$ cat config.mk
export PLATFORM = sky130hd
export DESIGN_NAME = midi_note_parser
export DESIGN_NICKNAME = d
export VERILOG_FILES = /design/src/hdl/mnp_pkg.sv /design/src/hdl/mnp_ram.sv /design/src/hdl/mnp_parser.sv /design/src/hdl/mnp_out.sv /design/src/hdl/midi_note_parser.sv
export SDC_FILE = /design/constraint.sdc
export NUM_CORES = 2
export LEC_CHECK = 0
export ABC_AREA = 1
export BUFFER_PORTS_ARGS = -buffer_cell sky130_fd_sc_hd__buf_4
export CAP_MARGIN = 15
export CORE_UTILIZATION = 40
export DETAILED_ROUTE_END_ITERATION = 16
export GPL_TIMING_DRIVEN = 0
export SETUP_SLACK_MARGIN = 0.3
export SYNTH_ARGS = -nofsm -noshare
export SYNTH_HDL_FRONTEND = slang
export SYNTH_SLANG_ARGS = --single-unit
$ cat constraint.sdc
create_clock -name aclk -period 23 [get_ports aclk]
set_input_delay 1.15 -clock aclk [delete_from_list [all_inputs] [get_ports aclk]]
set_output_delay 1.15 -clock aclk [all_outputs]
set_load 0.03 [all_outputs]
$ cat src/hdl/mnp_pkg.sv
// Shared types, message codes and the note period table for the MIDI note parser.
// No dependencies; imported by mnp_parser, mnp_out and midi_note_parser.
`timescale 1ns / 1ps

package mnp_pkg;

    localparam int NOTE_TABLE_DEPTH_DEF = 128;
    localparam int PERIOD_W = 16;
    localparam int BYTE_W = 8;
    localparam int DATA_W = 7;
    localparam int M_TDATA_W = 24;

    localparam logic [BYTE_W-1:0] STATUS_NOTE_OFF = 8'h80;
    localparam logic [BYTE_W-1:0] STATUS_NOTE_ON = 8'h90;
    localparam logic [BYTE_W-1:0] STATUS_ACTIVE_SENSE = 8'hFE;
    localparam logic [BYTE_W-1:0] STATUS_STOP = 8'hFC;
    localparam logic [BYTE_W-1:0] STATUS_RESET = 8'hFF;

    localparam logic [1:0] KIND_OTHER = 2'd0;
    localparam logic [1:0] KIND_OFF = 2'd1;
    localparam logic [1:0] KIND_ON = 2'd2;

    localparam logic [1:0] PAIR_LEN = 2'd2;
    localparam logic [BYTE_W-1:0] NO_NOTE = 8'hFF;
    localparam logic [PERIOD_W-1:0] PERIOD_RESET = 16'd440;

    typedef struct packed {
        logic load;
        logic gate;
        logic active;
    } mnp_step_t;

    localparam logic [PERIOD_W-1:0] NOTE_PERIODS [0:NOTE_TABLE_DEPTH_DEF-1] = '{
        16'd65535, 16'd65535, 16'd65535, 16'd65535, 16'd65535, 16'd65535, 16'd64865, 16'd61224,
        16'd57788, 16'd54544, 16'd51483, 16'd48593, 16'd45866, 16'd43292, 16'd40862, 16'd38568,
        16'd36404, 16'd34360, 16'd32432, 16'd30612, 16'd28893, 16'd27272, 16'd25741, 16'd24296,
        16'd22933, 16'd21645, 16'd20430, 16'd19284, 16'd18201, 16'd17180, 16'd16215, 16'd15305,
        16'd14446, 16'd13635, 16'd12870, 16'd12148, 16'd11466, 16'd10822, 16'd10215, 16'd9641,
        16'd9100, 16'd8589, 16'd8107, 16'd7652, 16'd7223, 16'd6817, 16'd6435, 16'd6073,
        16'd5732, 16'd5411, 16'd5107, 16'd4820, 16'd4550, 16'd4294, 16'd4053, 16'd3826,
        16'd3611, 16'd3408, 16'd3217, 16'd3036, 16'd2866, 16'd2705, 16'd2553, 16'd2410,
        16'd2274, 16'd2147, 16'd2026, 16'd1912, 16'd1805, 16'd1704, 16'd1608, 16'd1518,
        16'd1432, 16'd1352, 16'd1276, 16'd1204, 16'd1137, 16'd1073, 16'd1013, 16'd956,
        16'd902, 16'd851, 16'd803, 16'd758, 16'd716, 16'd675, 16'd637, 16'd602,
        16'd568, 16'd536, 16'd506, 16'd477, 16'd450, 16'd425, 16'd401, 16'd379,
        16'd357, 16'd337, 16'd318, 16'd300, 16'd283, 16'd267, 16'd252, 16'd238,
        16'd225, 16'd212, 16'd200, 16'd189, 16'd178, 16'd168, 16'd159, 16'd150,
        16'd141, 16'd133, 16'd126, 16'd119, 16'd112, 16'd106, 16'd100, 16'd94,
        16'd89, 16'd84, 16'd79, 16'd74, 16'd70, 16'd66, 16'd62, 16'd59
    };

endpackage

$ cat src/hdl/mnp_ram.sv
// Generic single-port-write, single-port-read RAM with a registered read.
// No dependencies.
`timescale 1ns / 1ps

module mnp_ram #(
    parameter int WIDTH = 16,
    parameter int DEPTH = 128
) (
    input  logic                     aclk,
    input  logic                     wr_en,
    input  logic [$clog2(DEPTH)-1:0] wr_addr,
    input  logic [WIDTH-1:0]         wr_data,
    input  logic                     rd_en,
    input  logic [$clog2(DEPTH)-1:0] rd_addr,
    output logic [WIDTH-1:0]         rd_data
);

    logic [WIDTH-1:0] mem [DEPTH];
    logic [WIDTH-1:0] rd_data_reg;

    always_ff @(posedge aclk) begin
        if (wr_en) begin
            mem[wr_addr] <= wr_data;
        end
        if (rd_en) begin
            rd_data_reg <= mem[rd_addr];
        end
    end

    assign rd_data = rd_data_reg;

endmodule

$ cat src/hdl/mnp_parser.sv
// MIDI byte decoder: message mode, running status, data pair, held note and flags.
// Depends on mnp_pkg; drives the note table read address.
`timescale 1ns / 1ps

module mnp_parser
    import mnp_pkg::*;
#(
    parameter int NOTE_TABLE_DEPTH = NOTE_TABLE_DEPTH_DEF
) (
    input  logic                                aclk,
    input  logic                                aresetn,
    input  logic                                byte_accept,
    input  logic [BYTE_W-1:0]                   rx_byte,
    output mnp_step_t                           step,
    output logic [$clog2(NOTE_TABLE_DEPTH)-1:0] rom_addr
);

    localparam int ADDR_W = $clog2(NOTE_TABLE_DEPTH);

    logic [1:0]        kind_reg, kind_next;
    logic [1:0]        remain_reg, remain_next;
    logic [DATA_W-1:0] pair0_reg, pair0_next;
    logic [DATA_W-1:0] pair1_reg, pair1_next;
    logic [BYTE_W-1:0] held_reg, held_next;
    logic              gate_reg, gate_next;
    logic              active_reg, active_next;
    logic              load;
    logic              release_note;

    always_comb begin
        kind_next = kind_reg;
        remain_next = remain_reg;
        pair0_next = pair0_reg;
        pair1_next = pair1_reg;
        held_next = held_reg;
        gate_next = gate_reg;
        active_next = active_reg;
        load = 1'b0;
        release_note = 1'b0;
        if (rx_byte[BYTE_W-1]) begin
            active_next = 1'b1;
            if (rx_byte == STATUS_NOTE_OFF) begin
                kind_next = KIND_OFF;
                remain_next = PAIR_LEN;
            end else if (rx_byte == STATUS_NOTE_ON) begin
                kind_next = KIND_ON;
                remain_next = PAIR_LEN;
            end else if (rx_byte != STATUS_ACTIVE_SENSE) begin
                if (rx_byte == STATUS_STOP || rx_byte == STATUS_RESET) begin
                    gate_next = 1'b0;
                end
                kind_next = KIND_OTHER;
                remain_next = 2'd0;
            end
        end else begin
            if (remain_reg != 2'd0) begin
                pair0_next = pair1_reg;
                pair1_next = rx_byte[DATA_W-1:0];
                remain_next = remain_reg - 2'd1;
            end
            if (remain_next == 2'd0) begin
                case (kind_reg)
                    KIND_OFF: begin
                        release_note = 1'b1;
                        remain_next = PAIR_LEN;
                    end
                    KIND_ON: begin
                        if (pair1_next == '0) begin
                            release_note = 1'b1;
                        end else begin
                            gate_next = 1'b1;
                            load = 1'b1;
                            held_next = {1'b0, pair0_next};
                        end
                        remain_next = PAIR_LEN;
                    end
                    default: begin
                    end
                endcase
            end
            if (release_note && ({1'b0, pair0_next} == held_reg)) begin
                gate_next = 1'b0;
                held_next = NO_NOTE;
            end
        end
    end

    always_ff @(posedge aclk) begin
        if (!aresetn) begin
            kind_reg <= KIND_OTHER;
            remain_reg <= 2'd0;
            pair0_reg <= '0;
            pair1_reg <= '0;
            held_reg <= NO_NOTE;
            gate_reg <= 1'b1;
            active_reg <= 1'b0;
        end else if (byte_accept) begin
            kind_reg <= kind_next;
            remain_reg <= remain_next;
            pair0_reg <= pair0_next;
            pair1_reg <= pair1_next;
            held_reg <= held_next;
            gate_reg <= gate_next;
            active_reg <= active_next;
        end
    end

    assign step.load = load;
    assign step.gate = gate_next;
    assign step.active = active_next;
    assign rom_addr = ADDR_W'(pair0_next);

    assert property (@(posedge aclk) disable iff (!aresetn)
        step.load |-> step.gate)
        else $error("note load without an open gate");

    assert property (@(posedge aclk) disable iff (!aresetn)
        (kind_reg == KIND_OFF || kind_reg == KIND_ON) |-> remain_reg != 2'd0)
        else $error("note mode active with no data bytes expected");

endmodule

$ cat src/hdl/mnp_out.sv
// Result pipeline: table-read stage, period register and the output register.
// Depends on mnp_pkg; takes the note table read data from mnp_ram.
`timescale 1ns / 1ps

module mnp_out
    import mnp_pkg::*;
(
    input  logic                 aclk,
    input  logic                 aresetn,
    input  logic                 step_valid,
    input  mnp_step_t            step,
    input  logic [PERIOD_W-1:0]  rom_data,
    output logic                 step_ready,
    output logic                 m_tvalid,
    input  logic                 m_tready,
    output logic [M_TDATA_W-1:0] m_tdata
);

    logic                 p1_valid_reg;
    mnp_step_t            p1_reg;
    logic [PERIOD_W-1:0]  period_reg, period_next;
    logic                 out_valid_reg;
    logic [M_TDATA_W-1:0] out_data_reg;
    logic                 p1_adv;

    assign p1_adv = p1_valid_reg && (!out_valid_reg || m_tready);
    assign step_ready = !p1_valid_reg || p1_adv;
    assign period_next = (p1_adv && p1_reg.load) ? rom_data : period_reg;

    always_ff @(posedge aclk) begin
        if (!aresetn) begin
            p1_valid_reg <= 1'b0;
            out_valid_reg <= 1'b0;
            period_reg <= PERIOD_RESET;
        end else begin
            if (step_ready) begin
                p1_valid_reg <= step_valid;
            end
            if (p1_adv) begin
                out_valid_reg <= 1'b1;
            end else if (m_tready) begin
                out_valid_reg <= 1'b0;
            end
            period_reg <= period_next;
        end
    end

    always_ff @(posedge aclk) begin
        if (step_ready && step_valid) begin
            p1_reg <= step;
        end
        if (p1_adv) begin
            out_data_reg <= {(M_TDATA_W - PERIOD_W - 2)'(0), p1_reg.active, p1_reg.gate,
                             period_next};
        end
    end

    assign m_tvalid = out_valid_reg;
    assign m_tdata = out_data_reg;

    assert property (@(posedge aclk) disable iff (!aresetn)
        (p1_valid_reg && !p1_adv) |=> (p1_valid_reg && $stable(p1_reg)))
        else $error("stalled table-read stage lost its word");

    assert property (@(posedge aclk) disable iff (!aresetn)
        !(p1_adv && p1_reg.load) |=> period_reg == $past(period_reg))
        else $error("period changed without a note load");

endmodule

$ cat src/hdl/midi_note_parser.sv
// Top level of the MIDI note parser: table load sweep, note table RAM, decoder, result stage.
// Depends on mnp_pkg, mnp_ram, mnp_parser and mnp_out.
//
//   channel | dir | tdata fields (low bit up)                               | tuser/tlast
//   s_      | in  | rx_byte[7:0]                                            | none
//   m_      | out | pitch_period[15:0], note_gate[16], midi_active[17], pad  | none
//
// One byte is accepted per cycle while s_tready is high; its result is presented after the
// registered read of the note table RAM and the output register.
// After reset the note table is loaded entry by entry from the package table; s_tready
// stays low during that sweep. After it, s_tready drops only when both the table-read
// stage and the output register hold words and m_tready is low.
`timescale 1ns / 1ps

module midi_note_parser
    import mnp_pkg::*;
#(
    parameter int NOTE_TABLE_DEPTH = NOTE_TABLE_DEPTH_DEF
) (
    input  logic                 aclk,
    input  logic                 aresetn,
    input  logic                 s_tvalid,
    output logic                 s_tready,
    input  logic [BYTE_W-1:0]    s_tdata,  // rx_byte[7:0]
    output logic                 m_tvalid,
    input  logic                 m_tready,
    output logic [M_TDATA_W-1:0] m_tdata   // pitch_period[15:0], note_gate, midi_active
);

    localparam int ADDR_W = $clog2(NOTE_TABLE_DEPTH);

    logic              init_busy_reg;
    logic [ADDR_W-1:0] init_addr_reg;
    logic              step_ready;
    logic              byte_accept;
    mnp_step_t         step;
    logic [ADDR_W-1:0] rom_addr;
    logic [PERIOD_W-1:0] rom_data;
    logic              rom_re;

    assign s_tready = step_ready && !init_busy_reg;
    assign byte_accept = s_tvalid && s_tready;
    assign rom_re = byte_accept && step.load;

    always_ff @(posedge aclk) begin
        if (!aresetn) begin
            init_busy_reg <= 1'b1;
            init_addr_reg <= '0;
        end else if (init_busy_reg) begin
            if (init_addr_reg == ADDR_W'(NOTE_TABLE_DEPTH - 1)) begin
                init_busy_reg <= 1'b0;
            end else begin
                init_addr_reg <= init_addr_reg + ADDR_W'(1);
            end
        end
    end

    mnp_ram #(
        .WIDTH (PERIOD_W),
        .DEPTH (NOTE_TABLE_DEPTH)
    ) u_note_ram (
        .aclk    (aclk),
        .wr_en   (init_busy_reg),
        .wr_addr (init_addr_reg),
        .wr_data (NOTE_PERIODS[init_addr_reg]),
        .rd_en   (rom_re),
        .rd_addr (rom_addr),
        .rd_data (rom_data)
    );

    mnp_parser #(
        .NOTE_TABLE_DEPTH (NOTE_TABLE_DEPTH)
    ) u_parser (
        .aclk        (aclk),
        .aresetn     (aresetn),
        .byte_accept (byte_accept),
        .rx_byte     (s_tdata),
        .step        (step),
        .rom_addr    (rom_addr)
    );

    mnp_out u_out (
        .aclk       (aclk),
        .aresetn    (aresetn),
        .step_valid (byte_accept),
        .step       (step),
        .rom_data   (rom_data),
        .step_ready (step_ready),
        .m_tvalid   (m_tvalid),
        .m_tready   (m_tready),
        .m_tdata    (m_tdata)
    );

    assert property (@(posedge aclk) disable iff (!aresetn)
        init_busy_reg |-> !rom_re)
        else $error("note table read during the load sweep");

    assert property (@(posedge aclk) disable iff (!aresetn)
        (init_busy_reg && init_addr_reg == ADDR_W'(NOTE_TABLE_DEPTH - 1)) |=> !init_busy_reg)
        else $error("load sweep did not end after the last entry");

endmodule
==> metrics <==
pin count of the biggest net entering global routing=66; measured slew at the worst slew-check pin=~1.3 ns; routed vias=between 60000 and 70000; gr ovfl total=0; Clock Path Buffers=3; Top reg by flops=u_note_ram.mem; synth-to-layout area growth=16.3%; Final Setup Violations=0; initial core utilization=around 40%; clk sinks=about 2100; Hold Path End=u_out.m_tdata[16]; drt wl/cell=around 32 um; drt first pass iters=7; Yosys warning total=0; post-synthesis cell area=around 88000 um2; CTS tree=built; PwrDens=77.8 nW/um2; Synth Instances=between 7000 and 8000; Via-to-Cell Ratio=5.98; clk_skew=roughly 0.055 ns; setup repair bufs after CTS=0; synthesized area per cell=approximately 12 um2; RSZ-0062 raised after global routing=no; I/O pin total=38; synthesis-stage register bit count=roughly 2100; FF-to-FF path depth=12; CP Data Required Time=23.70 ns; Synth Flop Type=edfxtp_1; Final Net Count=7989; final cycle utilization of the critical path=a little over a fifth; CP startpoint kind=register; core area=218000 um2; initial antenna violation count=17; vias in the first global route=~60000; Root Buffer=clkbuf_16; Fin. Hold Viols=0; worst hold stages=0; clk_lat worst skew=roughly 0.90 ns; fin area=102000 um2; Worst EP arrival=around 5.6 ns; simple-gate share of the synthesized area=22.5%; Synth Area in XOR/XNOR=0.00995%; fill cell total of the finished layout=slightly below 20000; initial DRC count=~12000; Max-cap violations=0; num rows=171; Post-DRT Antenna Nets=0; most frequent cells in the layout=2170 x nand3_1, 2104 x nand2_1, 2085 x edfxtp_1, 365 x buf_2, 216 x clkbuf_16; Port Buf Inserts=30; Worst R2R Start=init_addr_reg[6]; largest family of logic cells by synthesized area=simple AND/OR/NAND/NOR gates; Netlist cell types=46; CTS resizes=0; most common cell after layout, fill and taps aside=nand3_1; layout cells sized above 1=~14%; Worst R2R End=u_note_ram.mem[66][7]; fmax=just over 200 MHz; DR DRC count=0; Synth async-reset ratio=0%; Synth Area in Adders=less than 1%; Lkg Pwr=34.7 nW; number of synthesized flops with an enable pin=approximately 2100; CP max FO=12; path type of the worst setup path=register to register; mux cell area share after synthesis=0%; type of the most critical hold path=register to register; first-pass GRT wire length=approximately 480 mm; outcome=finished clean; Tmin final=4.90 ns; Final Routed Wirelength=~350 mm; CTS Hold Bufs=0; Worst slew margin=a little under an eighth; Worst setup EP type=register; Reg clk slew, reported paths=0.06 ns; max FFs per register=roughly 2000; gr usage total=between 30% and 40%; max-slew violations=0; Max VDD drop=~0.067 mV; chip width=roughly 470 um; H-tree Lvls=4; placed inst area=about 95000 um2; GP Congestion=approximately 1.1; CTS Buf Count=about 220; R2R setup slack=about 18 ns; Post-DP HPWL=around 250 mm; Compound-Gate Fraction of Synth Area=roughly 1.4%; Tot Pwr=about 8.0 mW; die area=approximately 220000 um2; hold path startpoint=u_out.p1_reg[1]; chip height=471 um; Seq/Total Area, Yosys=roughly 72%
metrics by stage:
step	worst slack, ns	util [%]	std cells	hold WS (ns)	setup TNS (ns)
finish	18.10	47.0	11003	0.418	0
global route	18.12	47.0	10995	0.439	0
detailed placement	17.62	43.8	10592	0.409	0
CTS	18.07	46.9	10990	0.420	0
global placement	-4.32	42.2	10387	0.409	-548.96
floorplan	11.91	-	7503	0.400	0
worst max path at each step:
stage,slack (ns),cells after the start,start,end
5_1_grt,18.12,12,init_addr_reg[6],u_note_ram.mem[66][7]
3_5_place_dp,17.62,14,s_tdata[7],u_note_ram.rd_data[2]
6_report,18.10,12,init_addr_reg[6],u_note_ram.mem[66][7]
3_3_place_gp,-4.32,6,init_addr_reg[2],u_note_ram.mem[9][9]
2_1_floorplan,11.91,6,init_addr_reg[2],u_note_ram.mem[0][9]
4_1_cts,18.07,14,init_addr_reg[3],u_note_ram.mem[66][7]
synthesized netlist by cell type, drive strengths merged, types with 12 or more instances:
cell type | count | area [um2]
nand3 | 2173 | 10900
nand2 | 2110 | 7940
edfxtp | 2085 | 62600
buf | 435 | 2390
nor2 | 201 | 757
inv | 103 | 387
o21ai | 92 | 487
clkbuf | 66 | 248
a21oi | 62 | 310
dfxtp | 54 | 1080
ha | 18 | 225
or2 | 17 | 106
a211oi | 15 | 113
o211ai | 12 | 90.1
power by group:
part | leakage (nW) | switching [mW] | internal, mW
sequential | 18.7 | 0.00218 | 4.23
clock | 3.29 | 1.55 | 1.86
combinational | 12.7 | 0.239 | 0.0738
total | 34.7 | 1.80 | 6.16
critical path, stage by stage (launching register included):
cell,delay [ns]
dfxtp_1,0.41
inv_1,0.12
nor2_1,0.82
inv_1,0.31
nor2_1,0.37
inv_1,0.29
o211ai_1,0.92
buf_4,0.36
buf_4,0.25
buf_4,0.20
buf_4,0.21
buf_4,0.24
buf_6,0.18
layer usage:
layer	GRT usage [%]	wire (um)
met1	42.6	133000
met4	16.8	22000
met2	44.3	146000
met3	9.49	51300
met5	0	8
cell type report:
cell class / instances / area [um2] / share of cell area [%]
flip-flops and latches: 2139 / 63700 / 62.2
plain buffers: 501 / 2650 / 2.59
inverters: 109 / 409 / 0.400
clock buffers: 271 / 5660 / 5.53
clock inverters: 127 / 1070 / 1.05
diodes: 9 / 22.5 / 0.0220
well taps: 2854 / 3570 / 3.49
multi-input cells: 4754 / 21900 / 21.4
repair buffers: 239 / 3390 / 3.31
cells by family after synthesis:
family | count (synthesis)
AOI/OAI and AO/OA | 213
and+or+nand+nor | 4516
other | 1
xor gates and xnor gates | 1
buffers and inverters | 610
adders and majority gates | 18
DFF | 2139
No activity file was read; power rests on OpenSTA's default activity.
